--- config.mk ---
export PLATFORM = sky130hd
export DESIGN_NAME = rtoc_match
export DESIGN_NICKNAME = d
export VERILOG_FILES = /design/src/sv/rtoc_pkg.sv /design/src/sv/rtoc_match.sv
export SDC_FILE = /design/constraint.sdc
export NUM_CORES = 1
export LEC_CHECK = 0
export BUFFER_PORTS_ARGS = -buffer_cell sky130_fd_sc_hd__buf_2
export CAP_MARGIN = 20
export CORE_AREA = 2 2 148 150
export DETAILED_ROUTE_END_ITERATION = 12
export DIE_AREA = 0 0 150 152
export PLACE_DENSITY = 0.78
export SKIP_LAST_GASP = 1
export SYNTH_ARGS = -nofsm -noshare
export SYNTH_HDL_FRONTEND = slang
export SYNTH_SLANG_ARGS = --single-unit
--- constraint.sdc ---
create_clock -name vclk -period 11.2
set_input_delay 1.12 -clock vclk [all_inputs]
set_output_delay 1.12 -clock vclk [all_outputs]
set_load 0.02 [all_outputs]
--- src/sv/rtoc_pkg.sv ---
// Shared constants and types of the region table overlap checker.
package rtoc_pkg;

  localparam int REGION_SLOTS = 64;
  localparam int SLOT_W = (REGION_SLOTS > 1) ? $clog2(REGION_SLOTS) : 1;
  localparam int CNT_W = $clog2(REGION_SLOTS + 1);
  localparam int ADDR_W = 64;
  localparam int CFG_W = 7;
  localparam int OUT_SLOT_W = 6;

  typedef enum logic [1:0] {
    REQ_WRITE   = 2'd0,
    REQ_OVERLAP = 2'd1,
    REQ_CONTAIN = 2'd2,
    REQ_REMAIN  = 2'd3
  } req_t;

  typedef struct packed {
    logic [ADDR_W-1:0] start;
    logic [ADDR_W-1:0] size;
  } region_t;

  typedef struct packed {
    req_t              req;
    logic [ADDR_W-1:0] addr;
    logic [ADDR_W-1:0] len;
    logic [ADDR_W-1:0] stop;
  } query_t;

  typedef struct packed {
    logic              hit;
    logic [ADDR_W-1:0] offset;
  } cmp_t;

endpackage

--- src/sv/rtoc_match.sv ---
// Compare unit: tests one region against the current query.
module rtoc_match (
  input  rtoc_pkg::query_t   query,
  input  rtoc_pkg::region_t  region,
  output rtoc_pkg::cmp_t     result
);

  logic [rtoc_pkg::ADDR_W-1:0] offset;
  logic [rtoc_pkg::ADDR_W-1:0] span;
  logic                        nonempty;
  logic                        at_or_above;
  logic                        in_region;
  logic                        below_end;
  logic                        m;

  assign offset      = query.addr - region.start;
  assign span        = query.stop - region.start;
  assign nonempty    = (region.size != '0);
  assign at_or_above = (query.addr >= region.start);
  assign in_region   = at_or_above && (offset < region.size);
  assign below_end   = !at_or_above || (offset < region.size);

  always_comb begin
    case (query.req)
      rtoc_pkg::REQ_OVERLAP: begin
        if (query.len == '0) begin
          m = in_region;
        end else begin
          m = below_end && (region.start < query.stop);
        end
      end
      rtoc_pkg::REQ_CONTAIN: m = at_or_above && (span <= region.size);
      rtoc_pkg::REQ_REMAIN:  m = in_region;
      default:               m = 1'b0;
    endcase
  end

  assign result.hit    = nonempty && m;
  assign result.offset = offset;

endmodule
==> flow_summary.toml, run 1 <==
[outcome]
status = "finished clean"

[timing]
rsz0062_at_grt = "no"
finalSetupTns_ns = 0
hold_viol = 0
worst_pin_slew_ns = 1.09
min_period_ns = 8.14
max_freq_mhz = 123
finalSetupViolCount = 0
whs_ns = 2.74
final-max-slew-violation-count = 0
slew_headroom_pct = 26.5
fin_crit_sh_pct = 72.7

[power_and_ir_drop]
swShare_pct = 60.8
p_per_area_nw_per_um2 = 77.5
sequentialPowerShare_pct = 0
peakVddDrop_v = 0.0000658
power_leakage_nw = 7.10
clkPwrFrac_pct = 0
p_sw_w = 0.000609
p_int_w = 0.000393
p_comb_share_pct = 100.0

[global_route]
grt_max_degree = 12
grt_pass1_vias = 12357
grt_usage_pct = 37.6
overflow = 0
grt_pass1_wl_um = 68000
antenna_found_initial = 4

[finish]
seqCellArea_sq_um = 0
final_nets = 2478
final_util_pct = 60.5
seq_cell_count = 0
drive_above_1_share_pct = 21.7
clkbuf_count = 0
synthToLayoutAreaGrowth_pct = 19.7

[worst_setup_path]
worstPathMaxFanout = 4
crit_arrival_ns = 7.02
cp-endpoint = "result[64]"
worstSetupEndpointType = "output port"
crit_type = "in2out"
critPathLaunchType = "input pin"
cp-startpoint = "query[0]"
required_ns = 10.08

[synth]
synthesis.area_sq_um = 10800
synth_top_area_cell = "ha_1"
yosys-top-cells-count = "255 x ha_1, 188 x a21oi_1, 169 x inv_1, 112 x a21o_1, 104 x nand2_1"
syn_nets = 2132
yosysTopAreaCellShare_pct = 29.5
yosysWarnings = 0
synth_area_per_cell_sq_um = 6.95
synth_cells = 1553
synth_most_common_cell = "ha_1"
synth.distinct_cells = 69
synth-seq-area-share_pct = 0
synthTopCellsByArea = "ha_1 30%, a21oi_1 8.7%, a21o_1 7.8%, xnor2_1 6.2%, inv_1 5.9%"

[min_path]
hold_class = "in2out"

[drt]
routed_wl_um = 45500
viasPerCell = 6.22
first_pass_iters = 6
routedWlPerCell_um = 20.9
drc = 0
drt_iter0_drc = 1242
via_count = 13557
detail-route-antenna-nets = 0

[placed_design]
gp_congestion = 1.07
dp_hpwl_um = 40700
buffer_ports.inserted = 387

[floorplanning]
die_area_sq_um = 22800
rows = 54
io-pin-count = 387
die_h_um = 152
core_area_sq_um = 21400
start_util_pct = 50.6
die_w_um = 150

[clock_network]
postCtsSetupRepairBufs = 0
hold_buffers = 0
cts.repair.resized = 0

[job]
cap_violations = 0
## placed cells by master (no fill, tap or decap), types with 11 or more instances in the layout
cell        n
o21ai_1    11
nand3_1    29
xnor2_1    76
buf_2     387
nor2b_1    23
nor3_1     19
nor2_1     67
o21ai_0    92
ha_1      255
nand4_1    67
a21o_1    112
nand2_1   104
and3_1     11
nor4_1     43
a31oi_1    15
a211oi_1   14
inv_1     169
xor2_1     46
o21bai_1   30
a21oi_1   188
o21a_1     14
nand2b_1   15
## through the flow
stage	worst slack (ns)	total power [W]	instance area (sq um)	cells
after CTS	3.13	0.000976	12900	2177
final	3.06	0.00100	12900	2179
after detailed placement	3.16	0.000969	12900	2177
after floorplan	4.19	0.000660	10800	1553
after global placement	3.15	0.000961	12900	2177
after global routing	2.72	0.00109	12900	2178
## kinds of logic after synthesis
kind of cell | Yosys count | synth area share [%]
xor+xnor | 122 | 9.90
simple gates | 408 | 19.5
mux | 2 | 0.185
compound gates | 552 | 33.0
fa+ha+maj | 257 | 29.9
buf+inv | 212 | 7.44
## worst min path at each step
stage                           from         to  slack, ns  cells after the start
after floorplan           region[64]  result[0]       2.46                      2
after global placement    region[64]  result[0]       2.74                      4
after detailed placement  region[64]  result[0]       2.73                      4
final                     region[64]  result[0]       2.74                      4
after CTS                 region[64]  result[0]       2.73                      4
after global routing      query[129]  result[1]       2.78                      3
## layout make-up
| class | instances | area (sq um) |
|---|---|---|
| inverters | 169 | 634 |
| fillers | 2091 | 8430 |
| repair buffers | 387 | 1940 |
| multi-input cells | 1341 | 9990 |
| diodes | 2 | 5.00 |
| well taps | 280 | 350 |
## power groups by stage
stage	combinational [W]	sequential (W)	clock (W)
3_3_place_gp	0.000961	0	0
3_5_place_dp	0.000969	0	0
2_1_floorplan	0.000660	0	0
6_report	0.00100	0	0.0000000000220
5_1_grt	0.00109	0	0.0000000000113
4_1_cts	0.000976	0	0
## worst max-delay path, cell delays in order
cell      delay [ns]
buf_2           0.07
inv_1           0.05
ha_1            0.25
fa_1            0.42
nor2b_1         0.16
o31a_1          0.23
o311ai_4        0.13
a311oi_1        0.38
nor4b_2         0.13
a211o_1         0.36
o41a_2          0.44
o31ai_1         0.41
or4_1           0.18
a31oi_1         0.10
xnor2_1         0.16
ha_1            0.32
nand4_1         0.13
nor4_1          0.39
nand4_1         0.18
nor4_1          0.49
nor2_1          0.11
a21oi_1         0.15
o31ai_1         0.10
a211oi_1        0.30
buf_2           0.24
## per-layer routing
layer / routed length (um) / GRT usage, %
met5: 69 / 1.74
met3: 5520 / 9.07
met1: 19600 / 53.7
met2: 19400 / 57.8
met4: 928 / 5.97
Note: power is estimated with default switching activity, not from simulation.
==> run 2, diff against run 1 <==
- ABC_AREA: not set -> 1
- CORE_AREA: 2 2 148 150 -> not set
- CORE_UTILIZATION: not set -> 51
- DIE_AREA: 0 0 150 152 -> not set
- clock period: 11.2 -> 7.3 ns (I/O delays scaled with it)
==> run 2 against run 1 <==
Area after synthesis is 25% higher. Non-clock buffer count is the same. Setup slack lost 1.3 ns. Global-route usage rose by 10 points. Flip-flop and latch count did not move. Utilization is 0.54 points higher. Sequential share of layout area did not move. Hold slack worse by 0.78 ns. Combinational power grew 76%. Final area grew 23%. Die area up 19%.
==> flow_summary.toml, run 2 <==
[drt]
first_pass_iters = 6
viasPerCell = 5.93
detail-route-antenna-nets = 0
routed_wl_um = 67800
via_count = 18909
drc = 0
drt_iter0_drc = 2357
routedWlPerCell_um = 21.3

[timing]
min_period_ns = 5.59
final-max-slew-violation-count = 0
hold_viol = 0
max_freq_mhz = 179
slew_headroom_pct = 49.5
whs_ns = 1.96
finalSetupViolCount = 0
fin_crit_sh_pct = 76.6
rsz0062_at_grt = "no"
worst_pin_slew_ns = 0.750
finalSetupTns_ns = 0

[floorplanning]
die_h_um = 165
die_area_sq_um = 27100
start_util_pct = 51.9
die_w_um = 165
rows = 59
core_area_sq_um = 26000
io-pin-count = 387

[power_and_ir_drop]
p_per_area_nw_per_um2 = 111
sequentialPowerShare_pct = 0
clkPwrFrac_pct = 0
finalPower_w = 0.00176
p_sw_w = 0.00118
power_leakage_nw = 8.83
p_comb_share_pct = 100.0
p_int_w = 0.000581
swShare_pct = 67.0
peakVddDrop_v = 0.0000601

[synth]
synth_cells = 2459
yosysTopAreaCellShare_pct = 23.6
yosys-top-cells-count = "591 x nand2_1, 446 x inv_1, 323 x nor2_1, 255 x ha_1, 233 x a21oi_1"
synthTopCellsByArea = "ha_1 24%, nand2_1 16%, inv_1 12%, nor2_1 9.0%, a21oi_1 8.6%"
synth_area_per_cell_sq_um = 5.49
synth-seq-area-share_pct = 0
syn_nets = 3038
synth_top_area_cell = "ha_1"
synthesis.area_sq_um = 13500
synth.distinct_cells = 44
yosysWarnings = 0
synth_most_common_cell = "nand2_1"

[global_route]
overflow = 0
antenna_found_initial = 8
grt_pass1_wl_um = 96100
grt_usage_pct = 47.9
grt_max_degree = 8
grt_pass1_vias = 17529

[finish]
seqCellArea_sq_um = 0
seq_cell_count = 0
multi_input_area_sq_um = 11800
mostFrequentLayoutCells = "591 x nand2_1, 446 x inv_1, 387 x buf_2, 323 x nor2_1, 255 x ha_1"
fin_area_sq_um = 15900
synthToLayoutAreaGrowth_pct = 17.6
clkbuf_count = 0
drive_above_1_share_pct = 16.6
n_fill_cell = 2681
final_nets = 3427
final_common_cell = "nand2_1"
final_util_pct = 61.1

[clock_network]
postCtsSetupRepairBufs = 0
cts.repair.resized = 0
hold_buffers = 0

[min_path]
hp-start = "region[64]"
hold-path-cell-count = 4
hold_class = "in2out"
min_to = "result[0]"

[worst_setup_path]
cp_common_cell = "nand2_1"
required_ns = 6.57
slowest_stage = "ha_1"
worstPathMaxFanout = 5
worstSetupEndpointType = "output port"
crit_buf_inv = 4
crit_type = "in2out"
critPathLaunchType = "input pin"
max_stage_delay_ns = 0.42
path_delay_family = "simple AND/OR/NAND/NOR gates"
crit_arrival_ns = 4.86

[outcome]
status = "finished clean"

[placed_design]
dp_hpwl_um = 60600
post_dp_cell_area_sq_um = 15900
gp_congestion = 1.17
buffer_ports.inserted = 387

[job]
cap_violations = 0
[run 2: worst max path at each step]
stage                      startpoint         end  slack (ns)  depth (start not counted)
after detailed placement  region[118]  result[64]        2.10                         25
after global routing       region[90]  result[64]        1.46                         24
final                     region[118]  result[64]        1.71                         25
after global placement     region[90]  result[64]        2.15                         26
after CTS                  region[90]  result[64]        2.07                         26
after floorplan            query[128]  result[64]        2.90                         26
[run 2: logic make-up after synthesis]
logic type | after synthesis | synth area share [%]
xor gates and xnor gates | 90 | 5.84
and+or+nand+nor | 1192 | 37.5
buffers and inverters | 458 | 12.7
AOI/OAI and AO/OA | 462 | 19.9
adders and majority gates | 257 | 23.9
[run 2: layer usage]
metal / vias up / global-route usage (%) / wire, um / share of wire [%]
li1: 8813 / - / - / -
met1: 8533 / 59.3 / 26000 / 38
met2: 1276 / 74.3 / 28300 / 42
met3: 285 / 13.3 / 8830 / 13
met4: 2 / 27.4 / 4590 / 6.8
met5: - / 0 / 13 / 0.019
[run 2: tightest hold or removal path, cell delays in order]
cell and delay, ns:
buf_2 0.11, ha_1 0.14, inv_1 0.08, buf_2 0.17
[run 2: power groups by stage]
stage	logic, W	clock network, W	registers, W
5_1_grt	0.00188	0.000000000110	0
4_1_cts	0.00168	0	0
2_1_floorplan	0.00108	0	0
6_report	0.00176	0.000000000110	0
3_3_place_gp	0.00164	0	0
3_5_place_dp	0.00167	0	0
[run 2: cell type report]
class / instances / share of cell area, %
repair buffers: 387 / 12.2
multi-input cells: 2001 / 74.2
well taps: 335 / 2.64
inverters: 458 / 10.8
diodes: 6 / 0.0946
[run 2: stage by stage]
step	worst slack, ns	instances
6_report	1.71	3187
4_1_cts	2.07	3181
3_5_place_dp	2.10	3181
5_1_grt	1.46	3187
3_3_place_gp	2.15	3181
2_1_floorplan	2.90	2459
